===== config.mk =====
export PLATFORM = sky130hd
export DESIGN_NAME = lzd_ram
export DESIGN_NICKNAME = d
export VERILOG_FILES = /design/src/design/lzd_ram.sv
export SDC_FILE = /design/constraint.sdc
export NUM_CORES = 1
export LEC_CHECK = 0
export ABC_CLOCK_PERIOD_IN_PS = 2800
export BUFFER_PORTS_ARGS = -buffer_cell sky130_fd_sc_hd__buf_2
export CAP_MARGIN = 25
export CORE_MARGIN = 3
export CORE_UTILIZATION = 58
export CTS_BUF_LIST = sky130_fd_sc_hd__clkbuf_4
export CTS_CLUSTER_DIAMETER = 80
export DETAILED_ROUTE_END_ITERATION = 6
export PLACE_DENSITY = 0.76
export SYNTH_ARGS = -nofsm -noshare
export SYNTH_HDL_FRONTEND = slang
export SYNTH_SLANG_ARGS = --single-unit
export TNS_END_PERCENT = 5

===== constraint.sdc =====
create_clock -name clk_i -period 2.8 [get_ports clk_i]
set_clock_uncertainty 0.05 [all_clocks]
set_input_delay 0.14 -clock clk_i [delete_from_list [all_inputs] [get_ports clk_i]]
set_output_delay 0.14 -clock clk_i [all_outputs]
set_load 0.02 [all_outputs]

===== src/design/lzd_ram.sv =====
module lzd_ram #(
  parameter int W = 8,
  parameter int D = 64
) (
  input  logic                 clk_i,
  input  logic                 we_i,
  input  logic [$clog2(D)-1:0] waddr_i,
  input  logic [W-1:0]         wdata_i,
  input  logic                 re_i,
  input  logic [$clog2(D)-1:0] raddr_i,
  output logic [W-1:0]         rdata_o
);

  logic [W-1:0] mem [D];
  logic [W-1:0] rdata_q;

  always_ff @(posedge clk_i) begin
    if (we_i) begin
      mem[waddr_i] <= wdata_i;
    end
  end

  // write-first: a read of the word being written returns the new word
  always_ff @(posedge clk_i) begin
    if (re_i) begin
      if (we_i && (waddr_i == raddr_i)) begin
        rdata_q <= wdata_i;
      end else begin
        rdata_q <= mem[raddr_i];
      end
    end
  end

  assign rdata_o = rdata_q;

endmodule


==> out/results.txt, run 1 <==
DRC viols: 0
switch share: 0.223
Pwr Total: 15200 µW
first-pass GRT wire length: 70500 µm
Placed Cells: 1660
core footprint: 34800 µm²
area leader, netlist: edfxtp_1
Final TNS setup: 0 ns
count of flip-flops with a built-in enable after synthesis: 520
RSZ-0062 raised after global routing: no
Seq cells post-synth: 520
Slew Limit Fails: 0
sequential share of the synthesized area: 0.758
H-tree Lvls: 3
count leader, synth: edfxtp_1
Synth area leaders: edfxtp_1, mux2i_1, mux4_2
clock network fraction of total power: 0.371
worst hold path cell count: 3
FF-to-FF End: rdata_o[6]$_DFFE_PP_
Skew-Pair Late Insertion Delay: 0.79 ns
Main synth FF type: edfxtp_1
Die ar.: 37800 µm²
Post-Syn Instances: 1143
status: completed
chip height: 194 µm
leakage: 0.00819 µW
final wirelength: 46800 µm
Layout area overhead: 14.2%
gr usage total: 0.247
R2R setup slack: 0.08 ns
Final period util: 0.971
VDD IR-drop max: 0.430 mV
antenna violation net count after detailed routing: 0
Crit Path Max Fanout: 1
# IOs: 31
layout cells sized above 1: 0.247
clock-pin slew on the worst setup and hold paths: 0.08 ns
GPL Wtd Cong: 0.845
Max Fclk: 368 MHz
Initial Utilization: 0.592
hold crit path type: input port to flop
Worst setup SP type: flop
Critical Path AT: 3.19 ns
sequential share of power: 0.569
worst path required time: 3.27 ns
worst setup path category: flop to flop
most frequent cells after synthesis: edfxtp_1, mux2i_1, nor2_1, a22oi_1, a21oi_1
Final min period: 2.72 ns
Vias/cell: 6.12
Syn Area/Cell: 18.0 µm²
Row Count: 68
asr flop ratio synth: 0
post-synth cell types: 43
HPWL after DPL: 29600 µm
largest net degree at the start of global routing: 66
DR WL/cell: 24.8 µm
Pre-Repair DR Iteration Count: 6
Num CTS Buffers: 121
TritonCTS clock tree: built
final core occ: 0.676
hold path start: waddr_i[3]
IO Port Bufs: 30
vias in the first global route: 11905
Worst Hold End: mem[42][6]$_DFFE_PP_
die width: 194 µm
number of clock sinks: 520
GRT overflow: 0
DR vias: 11577
CP max-delay cell: dlygate4sd3_1
switching pwr: 3390 µW
Post-Syn Area: 20600 µm²
Worst path max stage delay: 0.56 ns
Critical Path End Type: flop
worst-margin pin slew: 0.969 ns
Final Setup Violations: 0
endpoints failing hold: 0
depth of the most critical reg-to-reg path: 6
DRT iter0 DRCs: 1287
pwr dens: 646 nW/µm²
crit-path cells: mux4_2, nor2b_1, a2111oi_1, nor4b_1, a221o_1, dlygate4sd3_1
Yosys Warn Count: 0
Power Internal: 11800 µW
max cap viols: 0
initial antenna violation count: 3
Synth top area share: 0.758
Root Buffer: clkbuf_4
fin cells: 1892
Gate power share: 0.059
net count after synthesis: 1166
Slew HR: 0.354
maximum buffer depth of the clock tree: 3
worst r2r src: mem[36][6]$_DFFE_PP_
Nets: 1371
-- sequential cells by signal, summed over array words and instances, names as in the netlist --
name,count
mem,512
rdata_o,8
-- final cells by class --
type                            instances  area (µm²)
Antenna cell                            2        5.00
Fill cell                            2290       11300
Clock buffer                          175        1310
Timing Repair Buffer                  148        1230
Sequential cell                       520       15600
Inverter                                2        7.51
Multi-Input combinational cell        555        4630
Tap cell                              455         569
Clock inverter                         35         141
-- metal layers --
| layer | vias up | track usage | share of wire |
|---|---|---|---|
| li1 | 5097 | - | - |
| met1 | 5818 | 0.340 | 0.40 |
| met2 | 588 | 0.388 | 0.49 |
| met3 | 72 | 0.0584 | 0.088 |
| met4 | 2 | 0.0995 | 0.027 |
| met5 | - | 0 | 0.00043 |
-- what timing repair did --
action,4_1_cts,5_1_grt
buffers inserted,0,0
hold buffers,18,1
hold endpoints to repair,330,64
endpoints found under the setup margin,0,1
resized for setup,0,1
-- placed cells by master, fill, tap and decap left out, drive strengths merged, types with 2 or more instances in the layout --
cell type	n
mux2	13
o21ai	10
mux4	28
a221oi	15
nor2b	13
mux2i	187
a21oi	37
dlygate4sd3	19
nand4	2
nor3	4
a2111oi	10
buf	129
o22ai	7
edfxtp	520
nor4b	6
a22oi	66
nand2b	7
xnor2	3
nand3b	2
a31oi	2
or3	3
diode	2
a211oi	6
clkinv	34
nand3	20
nand2	20
clkbuf	175
a221o	7
inv	2
xor2	3
nor4	2
nor2	75
-- critical path: cells and delay by family, from the launching register on --
| family | cells | cell delay, ns |
|---|---|---|
| AND/OR/NAND/NOR | 2 | 0.25 |
| multiplexers | 1 | 0.48 |
| buffers and inverters | 1 | 0.56 |
| flip-flops | 1 | 0.38 |
| AO/OA/AOI/OAI | 2 | 0.76 |
-- cells by family after synthesis --
group,count (synthesis),share of synthesized area
AOI/OAI and AO/OA,162,0.0552
DFF,520,0.758
muxes,228,0.129
xor gates and xnor gates,6,0.00255
buffers and inverters,68,0.0173
and+or+nand+nor,159,0.0374
-- metrics by stage --
step | hold slack [ns] | setup slack (ns) | area [µm²]
after floorplan | 0.189 | 0.789 | 20600
after global placement | 0.474 | 0.285 | 21800
after detailed placement | 0.472 | 0.266 | 21800
after CTS | 0.00766 | 0.0534 | 23500
after global routing | 0.0657 | 0.0267 | 23500
final | 0.0987 | 0.0811 | 23500
-- power by group through the flow --
stage	Clock (µW)	Sequential, µW	Combinational [µW]
final	5640	8650	902
after floorplan	0	8830	469
after global routing	6170	8650	957
after CTS	5770	8650	891
after global placement	0	8820	845
after detailed placement	0	8820	868
-- worst max path at each step --
stage / from / end / cells past startpoint
finish: mem[36][6]$_DFFE_PP_ / rdata_o[6]$_DFFE_PP_ / 6
CTS: mem[36][6]$_DFFE_PP_ / rdata_o[6]$_DFFE_PP_ / 6
global route: mem[33][6]$_DFFE_PP_ / rdata_o[6]$_DFFE_PP_ / 6
floorplan: mem[55][6]$_DFFE_PP_ / rdata_o[6]$_DFFE_PP_ / 5
global placement: raddr_i[0] / rdata_o[0]$_DFFE_PP_ / 8
detailed placement: raddr_i[0] / rdata_o[0]$_DFFE_PP_ / 8
Note: power is estimated with default switching activity, not from simulation.
==> inputs of run 2 (changes only) <==
--- a/config.mk
+++ b/config.mk
@@ -5,7 +5,7 @@
 export SDC_FILE = /design/constraint.sdc
 export NUM_CORES = 1
 export LEC_CHECK = 0
-export ABC_CLOCK_PERIOD_IN_PS = 2800
+export ABC_CLOCK_PERIOD_IN_PS = 2500
 export BUFFER_PORTS_ARGS = -buffer_cell sky130_fd_sc_hd__buf_2
 export CAP_MARGIN = 25
 export CORE_MARGIN = 3
@@ -13,7 +13,7 @@
 export CTS_BUF_LIST = sky130_fd_sc_hd__clkbuf_4
 export CTS_CLUSTER_DIAMETER = 80
 export DETAILED_ROUTE_END_ITERATION = 6
-export PLACE_DENSITY = 0.76
+export PLACE_DENSITY = 0.79
 export SYNTH_ARGS = -nofsm -noshare
 export SYNTH_HDL_FRONTEND = slang
 export SYNTH_SLANG_ARGS = --single-unit
==> constraint.sdc (replaced) <==
create_clock -name clk_i -period 2.5 [get_ports clk_i]
set_clock_uncertainty 0.05 [all_clocks]
set_input_delay 0.125 -clock clk_i [delete_from_list [all_inputs] [get_ports clk_i]]
set_output_delay 0.125 -clock clk_i [all_outputs]
set_load 0.02 [all_outputs]
==> run 2 against run 1 <==
Critical endpoint is now rdata_o[7]$_DFFE_PP_. Critical path depth grew 2. Fmax grew 20%. Non-clock buffer count grew 18. Power grew 14%. Flip-flop and latch count is the same. Global-route usage grew 0.17 points. Routed wire length grew 0.71%. Sequential share of layout area shrank 0.74 points. Die area is the same. First-iteration DRC count grew 16%. Combinational power grew 16%. Core utilization grew 0.77 points.
==> out/results.txt, run 2 (synthesis gave the netlist of run 1 again) <==
leakage: 0.00831 µW
largest net degree at the start of global routing: 66
Largest register FFs: 512
status: completed
worst-margin pin slew: 1.09 ns
crit path from: mem[51][7]$_DFFE_PP_
RSZ-0062 raised after global routing: no
Root Buffer: clkbuf_4
worst path required time: 3.02 ns
hold crit path type: input port to flop
Vias/cell: 6.19
Crit Path Max Fanout: 1
Num CTS Buffers: 121
final wirelength: 47200 µm
DR WL/cell: 24.7 µm
Final period util: 0.909
Biggest register: mem
chip height: 194 µm
GRT overflow: 0
endpoints failing hold: 0
Row Count: 68
most common cell after layout, fill and taps aside: edfxtp_1
GPL Wtd Cong: 0.876
post-CTS sizing: 0
IO Port Bufs: 30
worst setup path category: flop to flop
layout cells sized above 1: 0.251
antenna violation net count after detailed routing: 0
R2R setup slack: 0.23 ns
Final TNS setup: 0 ns
worst r2r src: mem[51][7]$_DFFE_PP_
Pre-Repair DR Iteration Count: 5
Critical Path End Type: flop
core footprint: 34800 µm²
Final min period: 2.27 ns
clock-pin slew on the worst setup and hold paths: 0.07 ns
Nets: 1389
# IOs: 31
die width: 194 µm
clock network fraction of total power: 0.379
Slew Limit Fails: 0
Post-CTS Setup Bufs: 0
Die ar.: 37800 µm²
Critical Path AT: 2.80 ns
vias in the first global route: 11894
initial antenna violation count: 3
maximum buffer depth of the clock tree: 3
switching pwr: 3810 µW
Max Fclk: 440 MHz
Final Setup Violations: 0
DRC viols: 0
most frequent cells in the layout: edfxtp_1, mux2i_1, clkbuf_4
Skew-Pair Late Insertion Delay: 0.84 ns
DRT iter0 DRCs: 1498
Initial Utilization: 0.592
pwr dens: 728 nW/µm²
FF-to-FF End: rdata_o[7]$_DFFE_PP_
H-tree Lvls: 3
switch share: 0.220
gr usage total: 0.249
Gate power share: 0.061
sequential share of power: 0.560
VDD IR-drop max: 0.497 mV
Pwr Total: 17300 µW
critical path capture point: rdata_o[7]$_DFFE_PP_
HPWL after DPL: 29500 µm
Power Internal: 13500 µW
first-pass GRT wire length: 70500 µm
final core occ: 0.683
max cap viols: 0
Worst setup SP type: flop
TritonCTS clock tree: built
number of clock sinks: 520
depth of the most critical reg-to-reg path: 8
Slew HR: 0.271
DR vias: 11813
Layout area overhead: 15.5%
## run 2: how the worst min path moves through the flow
stage | cells after the start | from | slack [ns] | end
after floorplan | 0 | wdata_i[0] | 0.17 | mem[0][0]$_DFFE_PP_
after global placement | 1 | re_i | 0.47 | rdata_o[1]$_DFFE_PP_
after detailed placement | 1 | re_i | 0.47 | rdata_o[2]$_DFFE_PP_
after CTS | 1 | wdata_i[3] | 0.002 | mem[56][3]$_DFFE_PP_
after global routing | 4 | raddr_i[0] | 0.06 | rdata_o[5]$_DFFE_PP_
final | 4 | raddr_i[0] | 0.07 | rdata_o[5]$_DFFE_PP_
## run 2: cell type report
type                            count  area [µm²]
Timing Repair Buffer              166        1440
Antenna cell                        4        10.0
Fill cell                        2182       11000
Inverter                            2        7.51
Clock inverter                     40         267
Tap cell                          455         569
Sequential cell                   520       15600
Multi-Input combinational cell    555        4630
Clock buffer                      165        1240
## run 2: what timing repair did
action	in CTS	in global routing
setup endpoints to repair	0	0
hold buffers	19	1
endpoints found under the hold margin	346	63
## run 2: layer usage
layer,vias to the layer above,GRT usage,share of wire
li1,5139,-,-
met2,680,0.394,0.49
met5,-,0,0.00028
met3,88,0.0636,0.10
met4,2,0.0832,0.022
met1,5904,0.344,0.39
## run 2: metrics by stage
| step | std cells | hold WS (ns) | setup slack [ns] | cell area [µm²] |
|---|---|---|---|---|
| 6_report | 1907 | 0.0656 | 0.227 | 23800 |
| 5_1_grt | 1907 | 0.0578 | 0.178 | 23800 |
| 4_1_cts | 1899 | 0.00221 | 0.287 | 23700 |
| 3_5_place_dp | 1675 | 0.474 | 0.0614 | 22000 |
| 3_3_place_gp | 1675 | 0.472 | 0.0219 | 22000 |
| 2_1_floorplan | 1143 | 0.174 | 0.489 | 20600 |
## run 2: power groups by stage
stage / logic (µW) / clock network [µW] / registers, µW
after global routing: 1110 / 7160 / 9690
after global placement: 973 / 0 / 9880
after CTS: 1020 / 6680 / 9690
after detailed placement: 1000 / 0 / 9880
final: 1050 / 6570 / 9690
after floorplan: 526 / 0 / 9890
## run 2: worst max-delay path, cell delays in order (launching register included)
cell and delay, ns:
edfxtp_1 0.36, mux2_2 0.27, o22ai_1 0.22, a2111oi_0 0.15, buf_4 0.17, a21oi_1 0.16, buf_4 0.16, nand3_1 0.15
a221o_1 0.37
==> inputs of run 3 (changes only) <==
--- a/config.mk
+++ b/config.mk
@@ -13,7 +13,7 @@
 export CTS_BUF_LIST = sky130_fd_sc_hd__clkbuf_4
 export CTS_CLUSTER_DIAMETER = 80
 export DETAILED_ROUTE_END_ITERATION = 6
-export PLACE_DENSITY = 0.79
+export PLACE_DENSITY = 0.77
 export SYNTH_ARGS = -nofsm -noshare
 export SYNTH_HDL_FRONTEND = slang
 export SYNTH_SLANG_ARGS = --single-unit
==> run 3 against run 2 <==
The flow now finishes with violations (design-rule violations). Sequential power hardly changed. Critical path depth is 3 lower. Core utilization is 0.57 points higher. Cell count is 0.63% higher. Clock power is 7.8% higher. Via count is 0.36% lower. Fmax is 1.1% higher. Flip-flop and latch count stayed put. Clock-buffer cell count is 17 higher. Power is 2.9% higher. Largest power group unchanged.
==> out/results.txt, run 3 (synthesis gave the netlist of run 1 again) <==
status: complete, but fails checks
failing checks: design-rule violations
H-tree Lvls: 4
Nets: 1403
first-pass GRT wire length: 70400 µm
Post-CTS Setup Bufs: 0
Crit Path Max Fanout: 1
Largest register FFs: 512
hold crit path type: input port to flop
Die ar.: 37800 µm²
gr usage total: 0.249
GR Util met2: 0.390
met3 usage in global routing: 0.0719
Final TNS setup: 0 ns
antenna violation net count after detailed routing: 0
largest net degree at the start of global routing: 51
HPWL after DPL: 29300 µm
global route hottest layer: met2
clock-pin slew on the worst setup and hold paths: 0.07 ns
chip height: 194 µm
Filler Cell Count: 2185
Biggest register: mem
DR vias: 11770
TritonCTS clock tree: built
post-CTS sizing: 0
GRT overflow: 0
DRT iter0 DRCs: 1078
worst path required time: 3.01 ns
# IOs: 31
crit-path cells: mux4_2, nor2b_1, a2111oi_0, nor4b_1, a221o_1
Vias/cell: 6.13
core footprint: 34800 µm²
Worst setup SP type: flop
max cap viols: 0
worst setup path category: flop to flop
Buf/Inv on CP: 0
CP max-delay cell: mux4_2
sequential cell area: 15600 µm²
DRC viols: 2
Slew Limit Fails: 0
Root Buffer: clkbuf_4
vias in the first global route: 11788
VDD IR-drop max: 0.422 mV
DR WL/cell: 24.3 µm
initial antenna violation count: 2
leakage: 0.00844 µW
Critical Path AT: 2.76 ns
Initial Utilization: 0.592
maximum buffer depth of the clock tree: 3
worst-margin pin slew: 0.944 ns
Critical Path End Type: flop
Layout area overhead: 16.5%
Row Count: 68
count of hold-fix buffers inserted at cts: 18
Num CTS Buffers: 130
Final period util: 0.900
area taken by multi-input logic gates: 4630 µm²
hold slack: 0.0724 ns
Max Fclk: 445 MHz
Final Setup Violations: 0
layout cells sized above 1: 0.270
M1 GR Usage: 0.339
die width: 194 µm
Slew HR: 0.371
most frequent cells in the layout: edfxtp_1, mux2i_1, clkbuf_4
most common cell after layout, fill and taps aside: edfxtp_1
Skew-Pair Late Insertion Delay: 0.82 ns
endpoints failing hold: 0
pwr dens: 743 nW/µm²
number of clock sinks: 520
RSZ-0062 raised after global routing: no
Final min period: 2.25 ns
GPL Wtd Cong: 0.885
final wirelength: 46600 µm
Crit path max-delay family: compound AO/OA/AOI/OAI gates
Pre-Repair DR Iteration Count: 7
IO Port Bufs: 30
Worst path max stage delay: 0.48 ns
## run 3: cell types whose count changed in the layout (fill, tap and decap cells not counted), moves of 2 or more
cell and change:
clkbuf_4 +17, buf_4 +4, inv_2 +3, clkinv_1 -16, clkinvlp_4 +3, diode_2 -2
## run 3: cell type report
cell class / count / area share
clock inverter: 32 / 0.0115
clock buffer: 182 / 0.0570
antenna: 2 / 0.000209
inverter: 2 / 0.000313
sequential: 520 / 0.651
tap: 455 / 0.0237
timing repair buffer: 171 / 0.0630
multi-input combinational: 555 / 0.193
## run 3: worst paths after layout
kind,from,endpoint,slack (ns),depth (start not counted)
worst max-delay path,mem[37][6]$_DFFE_PP_,rdata_o[6]$_DFFE_PP_,0.25,5
worst min-delay path,raddr_i[0],rdata_o[5]$_DFFE_PP_,0.07,4
worst max register to register,mem[37][6]$_DFFE_PP_,rdata_o[6]$_DFFE_PP_,0.25,5
worst min register to register,mem[9][5]$_DFFE_PP_,rdata_o[5]$_DFFE_PP_,0.92,4
## run 3: tightest hold or removal path: stages
cell	delay, ns
buf_2	0.16
buf_12	0.18
o21ai_0	0.19
a221oi_1	0.07
## run 3: report_power, final
group	internal (µW)	switching [µW]	leakage, µW
clock network	3860	3220	0.000967
logic	400	648	0.00279
registers	9670	23.6	0.00468
## run 3: through the flow
stage / cells / utilization / area (µm²) / total power (µW) / worst slack [ns]
after floorplan: 1143 / - / 20600 / 10400 / 0.489
after global placement: 1682 / 0.635 / 22100 / 10900 / 0.134
after detailed placement: 1682 / 0.635 / 22100 / 10900 / 0.0530
after CTS: 1914 / 0.687 / 23900 / 17900 / 0.274
after global routing: 1919 / 0.689 / 24000 / 18500 / 0.0588
final: 1919 / 0.689 / 24000 / 17800 / 0.251
## run 3: per-layer routing
| layer | wire (µm) | share of wire | vias to the layer above |
|---|---|---|---|
| li1 | - | - | 5168 |
| met1 | 18100 | 0.39 | 5861 |
| met2 | 22400 | 0.48 | 648 |
| met3 | 4880 | 0.10 | 93 |
| met4 | 1210 | 0.026 | 0 |
| met5 | 0 | 0 | - |
